$ cat config.mk
export PLATFORM = sky130hd
export DESIGN_NAME = sorted_interval_set
export DESIGN_NICKNAME = d
export VERILOG_FILES = /design/src/design/sis_pkg.sv /design/src/design/sorted_interval_set.sv
export SDC_FILE = /design/constraint.sdc
export NUM_CORES = 2
export LEC_CHECK = 0
export BUFFER_PORTS_ARGS = -buffer_cell sky130_fd_sc_hd__buf_2
export CAP_MARGIN = 15
export CORE_UTILIZATION = 60
export CTS_BUF_LIST = sky130_fd_sc_hd__clkbuf_8
export DETAILED_ROUTE_END_ITERATION = 16
export HOLD_SLACK_MARGIN = 0.15
export PLACE_DENSITY = 0.76
export SETUP_SLACK_MARGIN = 0.1
export SYNTH_ARGS = -nofsm -noshare
export SYNTH_HDL_FRONTEND = slang
export SYNTH_SLANG_ARGS = --single-unit
$ cat constraint.sdc
create_clock -name clk -period 18.29 [get_ports clk]
set_clock_uncertainty 0.05 [all_clocks]
set_input_delay 0.9145 -clock clk [delete_from_list [all_inputs] [get_ports clk]]
set_output_delay 0.9145 -clock clk [all_outputs]
set_load 0.005 [all_outputs]
$ cat src/design/sis_pkg.sv
`timescale 1ns / 1ps
// ----------------------------------------------------------------------------
// sis_pkg: shared types and constants for the sorted interval set
// Table depth, index widths and command codes.
// ----------------------------------------------------------------------------
package sis_pkg;
	localparam int MaxRanges = 16;
	localparam int IdxW = $clog2(MaxRanges);
	localparam int CntW = $clog2(MaxRanges + 1);
	localparam int OutCntW = 5;

	typedef enum logic {
		CMD_ADD = 1'b0,
		CMD_QUERY = 1'b1
	} cmd_t;

	typedef logic signed [31:0] idx_t;
	typedef logic [2*32-1:0] entry_t;
endpackage

$ cat src/design/sorted_interval_set.sv
`timescale 1ns / 1ps
// ----------------------------------------------------------------------------
// sorted_interval_set: bounded ascending table of disjoint index ranges
// Each command scans the stored ranges in order, then writes back and shifts
// entries on a grow, insert or merge. A new item cannot be taken until the last
// is through: busy is high from acceptance until the result strobe, and a new
// item is taken as it ends. Results cannot be stalled. Reset empties the table;
// entries are not cleared.
// ----------------------------------------------------------------------------
module sorted_interval_set import sis_pkg::*; (
	input  logic                clk,
	input  logic                arst_n,
	input  logic                start,
	output logic                busy,
	input  logic                command,
	input  logic signed [31:0]  index_value,
	output logic                valid,
	output logic                was_present,
	output logic                table_full,
	output logic [OutCntW-1:0]  range_count
);
	typedef enum logic [2:0] {
		S_IDLE, S_RD, S_CMP, S_OPEN_RD, S_OPEN_WR, S_CLOSE_RD, S_CLOSE_WR
	} state_t;

	entry_t mem [MaxRanges];
	entry_t rdata_q;
	logic mem_we;
	logic [IdxW-1:0] mem_wa, mem_ra;
	entry_t mem_wd;

	state_t state_q;
	logic [CntW-1:0] used_q, k_q, j_q;
	logic cmd_q;
	idx_t v_q;
	logic signed [32:0] prev_hi_q;
	idx_t prev_lo_q;
	logic prev_ok_q;
	entry_t new_q;
	logic merge_q;

	always_ff @(posedge clk) begin
		if (mem_we) mem[mem_wa] <= mem_wd;
		rdata_q <= mem[mem_ra];
	end

	logic signed [32:0] lo, hi, vx;
	assign lo = {rdata_q[63], rdata_q[63:32]};
	assign hi = {rdata_q[31], rdata_q[31:0]};
	assign vx = {v_q[31], v_q};

	always_comb begin
		mem_we = 1'b0;
		mem_wa = k_q[IdxW-1:0];
		mem_wd = new_q;
		mem_ra = k_q[IdxW-1:0];
		unique case (state_q)
			S_OPEN_RD: mem_ra = IdxW'(j_q - CntW'(1));
			S_OPEN_WR: begin
				mem_we = 1'b1;
				mem_wa = j_q[IdxW-1:0];
				mem_wd = (j_q == k_q) ? new_q : rdata_q;
			end
			S_CLOSE_RD: mem_ra = IdxW'(j_q + CntW'(1));
			S_CLOSE_WR: begin
				mem_we = 1'b1;
				mem_wa = j_q[IdxW-1:0];
				mem_wd = rdata_q;
			end
			default: ;
		endcase
	end

	assign busy = (state_q != S_IDLE);

	always_ff @(posedge clk or negedge arst_n) begin
		if (!arst_n) begin
			state_q <= S_IDLE;
			used_q <= '0;
			valid <= 1'b0;
			was_present <= 1'b0;
			table_full <= 1'b0;
			range_count <= '0;
			k_q <= '0;
			j_q <= '0;
			cmd_q <= 1'b0;
			v_q <= '0;
			prev_hi_q <= '0;
			prev_lo_q <= '0;
			prev_ok_q <= 1'b0;
			new_q <= '0;
		end else begin
			valid <= 1'b0;
			unique case (state_q)
				S_IDLE: begin
					if (start) begin
						cmd_q <= command;
						v_q <= index_value;
						k_q <= '0;
						prev_ok_q <= 1'b0;
						state_q <= S_RD;
					end
				end
				S_RD: state_q <= S_CMP;
				S_CMP: begin
					if (k_q < used_q && hi < vx) begin
						prev_hi_q <= hi;
						prev_lo_q <= rdata_q[63:32];
						prev_ok_q <= 1'b1;
						k_q <= k_q + CntW'(1);
						state_q <= S_RD;
					end else begin
						state_q <= S_IDLE;
						valid <= 1'b1;
						was_present <= 1'b0;
						table_full <= 1'b0;
						range_count <= OutCntW'(used_q);
						if (k_q < used_q && lo <= vx) begin
							was_present <= 1'b1;
						end else if (cmd_q == CMD_ADD) begin
							if (prev_ok_q && prev_hi_q + 33'sd1 == vx) begin
								if (k_q < used_q && lo == vx + 33'sd1)
									new_q <= {prev_lo_q, rdata_q[31:0]};
								else
									new_q <= {prev_lo_q, v_q};
								k_q <= k_q - CntW'(1);
								j_q <= k_q - CntW'(1);
								valid <= 1'b0;
								state_q <= S_OPEN_WR;
							end else if (k_q < used_q && lo - 33'sd1 == vx) begin
								new_q <= {v_q, rdata_q[31:0]};
								j_q <= k_q;
								valid <= 1'b0;
								state_q <= S_OPEN_WR;
							end else if (used_q >= CntW'(MaxRanges)) begin
								table_full <= 1'b1;
							end else begin
								new_q <= {v_q, v_q};
								used_q <= used_q + CntW'(1);
								range_count <= OutCntW'(used_q + CntW'(1));
								j_q <= used_q;
								valid <= 1'b0;
								if (used_q == k_q) state_q <= S_OPEN_WR;
								else state_q <= S_OPEN_RD;
							end
						end
					end
				end
				S_OPEN_RD: begin
					state_q <= S_OPEN_WR;
				end
				S_OPEN_WR: begin
					if (j_q == k_q) begin
						if (merge_q) begin
							j_q <= k_q + CntW'(1);
							state_q <= (k_q + CntW'(2) < used_q) ? S_CLOSE_RD : S_IDLE;
							valid <= !(k_q + CntW'(2) < used_q);
							if (!(k_q + CntW'(2) < used_q)) begin
								used_q <= used_q - CntW'(1);
								range_count <= OutCntW'(used_q - CntW'(1));
								was_present <= 1'b0;
								table_full <= 1'b0;
							end
						end else begin
							state_q <= S_IDLE;
							valid <= 1'b1;
							was_present <= 1'b0;
							table_full <= 1'b0;
							range_count <= OutCntW'(used_q);
						end
					end else begin
						j_q <= j_q - CntW'(1);
						state_q <= (j_q - CntW'(1) == k_q) ? S_OPEN_WR : S_OPEN_RD;
					end
				end
				S_CLOSE_RD: state_q <= S_CLOSE_WR;
				S_CLOSE_WR: begin
					if (j_q + CntW'(2) < used_q) begin
						j_q <= j_q + CntW'(1);
						state_q <= S_CLOSE_RD;
					end else begin
						used_q <= used_q - CntW'(1);
						range_count <= OutCntW'(used_q - CntW'(1));
						was_present <= 1'b0;
						table_full <= 1'b0;
						valid <= 1'b1;
						state_q <= S_IDLE;
					end
				end
				default: state_q <= S_IDLE;
			endcase
		end
	end

	always_ff @(posedge clk or negedge arst_n) begin
		if (!arst_n) merge_q <= 1'b0;
		else if (state_q == S_CMP) merge_q <= k_q < used_q
			&& prev_ok_q && prev_hi_q + 33'sd1 == vx && lo == vx + 33'sd1;
	end

	assert property (@(posedge clk) disable iff (!arst_n) used_q <= CntW'(MaxRanges))
		else $error("range count above depth");
	assert property (@(posedge clk) disable iff (!arst_n) valid |-> !table_full || !was_present)
		else $error("full and present together");
	assert property (@(posedge clk) disable iff (!arst_n) valid |=> !valid)
		else $error("double strobe");
endmodule
==> metrics <==
status=finished, final reports clean; CTS tree=built; Post-Route WL=142000 µm; sw frac=37.8%; final worst path period need=5.60 ns; post-route ant nets=0; P_leak=21.0 nW; Area Growth Syn to Fin=9.75%; design internal power=6.96 mW; Initial Util=60.8%; Avg Vias per Cell=6.62; Seq cells post-synth=1277; Final Cell Area=0.0615 mm²; root buffer cell=clkbuf_8; Clk pin slew, worst setup/hold paths=0.07 ns; Critical Path, Cell by Cell=ha_1, a21o_1, a221oi_1, buf_4, nand2b_1, nand3b_1, or4_1, or4b_1, or3_1, nand3_2, buf_4, a21oi_1, a21oi_2; share of the synthesized area in the top cell type=54.9%; synthesized net count=3735; Tot Pwr=11.2 mW; Period Utilization, post-route=30.6%; latest clock arrival within the worst-skew pair=0.89 ns; core box area=0.0921 mm²; setup violators final=0; CP endpoint kind=flop; Die Ht=307 µm; Max Buffers Root-to-Sink=3; detailed placer's ending HPWL=84700 µm; Post-synth ARST share=14.8%; RSZ-0062 raised after global routing=false; dpl cells=4738; Placement Rows=111; pwr dens=182 mW/mm²; post-route insts no fill=5112; CP startpoint kind=flop; Ports=45; Fmax=0.178 GHz; Area contributors post-synth=edfxtp_1, mux4_2, dfrtp_1; Syn Inst Count=3608; Comb power frac=38.7%; critical path type=flop to flop; DR DRC count=0; first-pass GRT wire length=213000 µm; share of power burned in registers=40.6%; synthesized cell area=0.0560 mm²; # Max-Cap Violations=0; Worst VDD drop=163 µV; Worst Path Arrival=6.36 ns; DRT iter0 DRCs=3912; Die Wd=307 µm; DR vias=33800; EDFF count, synth=1024; most used cell, CP=buf_4; WP data required=19.04 ns; fin. max-slew vios=0; vias in the first global route=33300; nets=3820; Placed Area=0.0575 mm²; Synth Warn #=0; CP max stage delay=0.78 ns; critical path peak fanout=38; fraction of layout cells with a size suffix above 1=22.9%; worst slew pin tran=1.11 ns; Rel. slew slack=25.1%; CP max-delay cell=dfrtp_1; drt pass-1 iters=7; Final Hold Violating Endpoints=0; ys flop type=edfxtp_1; H-tree depth=4; routed wire length per instance=27.8 µm; GRT Util Overall=30.7%; synth unique cells=96; Placer Congestion=1.05; die area=0.0945 mm²; I/O Buffers=44; clock network power share=20.7%; final setup TNS=0 ns; Clock Sinks=1277; GRT overflow=0; initial antenna violation count=1; syn avg cell area=15.5 µm²; Psw=4.23 mW; Yosys top cell by area=edfxtp_1; cts bufs inserted=195; largest net degree at the start of global routing=98; post-synthesis sequential area ratio=65.7%; Hold Path Class=input pin to flop
-- cell type report --
type                            instances  area, µm²
Sequential cell                      1277      36800
Fill cell                            6263      30600
Multi-Input combinational cell       2039      18200
Clock buffer                          227       3120
Tap cell                             1243       1560
Clock inverter                        143        806
Timing Repair Buffer                  116        785
Inverter                               64        240
Antenna cell                            3       7.51
-- state kept, by name (all words and copies together), names as in the netlist --
register,count
table_full,1
new_q,64
j_q,5
was_present,1
state_q,3
used_q,5
v_q,32
valid,1
k_q,5
cmd_q,1
mem,1024
rdata_q,64
range_count,5
prev_lo_q,32
prev_ok_q,1
merge_q,1
prev_hi_q,32
-- critical path: cells and delay by family (launching register included) --
family	cells	cell delay, ns
fa+ha+maj	1	0.37
buf+inv	2	0.83
compound gates	4	0.95
simple gates	6	2.47
flops	1	0.78
-- stage by stage --
step                      util [%]  setup WS, ns  hold slack, ns
final                         66.7         12.69           0.200
after global placement        62.5         12.93           0.408
after floorplan                  -         11.95           0.416
after detailed placement      62.5         12.80           0.415
after global routing          66.7         12.37           0.194
after CTS                     66.7         12.74           0.162
-- cells in the mapped netlist (all sizes together) (60+ instances only) --
cell type / instances
a211oi: 79
a21oi: 216
a31oi: 81
and2: 72
buf: 85
clkbuf: 143
dfrtp: 189
dfxtp: 64
edfxtp: 1024
ha: 91
inv: 64
mux2: 129
mux4: 257
nand2: 254
nand3: 60
nor2: 135
o21ai: 97
xnor2: 61
-- final timing paths --
path / startpoint / to / slack, ns / cells after the start
max in group asynchronous: arst_n / v_q[17] / 16.27 / 3
worst min register to register: table_full / table_full / 0.42 / 2
worst min-delay path: index_value[13] / v_q[13] / 0.20 / 3
min in group asynchronous: arst_n / range_count[0] / 0.55 / 2
worst max register to register: k_q[3] / new_q[55] / 12.69 / 13
worst max-delay path: k_q[3] / new_q[55] / 12.69 / 13
-- power by group through the flow --
| stage | logic (mW) | registers [mW] | clock network (mW) |
|---|---|---|---|
| after floorplan | 3.35 | 4.24 | 0 |
| after global placement | 4.21 | 4.56 | 0 |
| after detailed placement | 4.28 | 4.58 | 0 |
| after CTS | 4.31 | 4.52 | 2.36 |
| after global routing | 4.70 | 4.57 | 2.48 |
| final | 4.33 | 4.54 | 2.32 |
-- timing repair --
item	4_1_cts	5_1_grt
hold buffers	1	0
setup buffers	0	0
endpoints found under the hold margin	60	0
gates resized for setup	0	0
-- kinds of logic (layout without fill, tap and decap cells) --
kind of cell	after synthesis	count (layout)	share of synthesized area, %
simple gates	791	791	7.31
other cells	0	3	0
buf+inv	292	550	2.27
xor+xnor	105	105	1.64
fa+ha+maj	91	91	2.03
mux	427	427	13.7
compound gates	625	625	7.43
flops	1277	1277	65.7
-- cells in the final DEF (no fill, tap or decap), types with 13 or more instances in the layout --
master    Yosys  routed
dfxtp_1      64      64
xnor2_1      61      61
o21ai_0      94      93
mux2_2      129     129
and2_1       71      71
a31oi_1      81      81
a21oi_1     165     164
clkinv_2      0      25
nor3_1       45      40
nand2b_1     17      17
and3_1       24      24
mux2i_1      41      41
dfrtp_1     189     189
buf_2        36      43
edfxtp_1   1024    1024
a211oi_1     78      78
nor2_4        0      14
xor2_1       44      44
and4_1       13      13
nor2_1      135     121
a21oi_2      51      50
clkbuf_8      0     228
ha_1         91      91
or3_1        23      23
buf_4         0      70
nand2_1     253     252
nand3_1      57      56
or4_1        13      13
o211ai_1     13      13
clkinv_1      0      29
inv_1        63     132
nand4_1      51      51
mux4_2      257     257
nor4_1       34      34
-- layer usage --
metal,track usage (%),routed length [µm],up-vias
met2,45.6,64400,1782
met4,11.5,4900,0
met3,5.93,14000,297
met5,0,0,-
met1,45.6,58900,17300
li1,-,-,14400
Note: power is estimated with default switching activity, not from simulation.
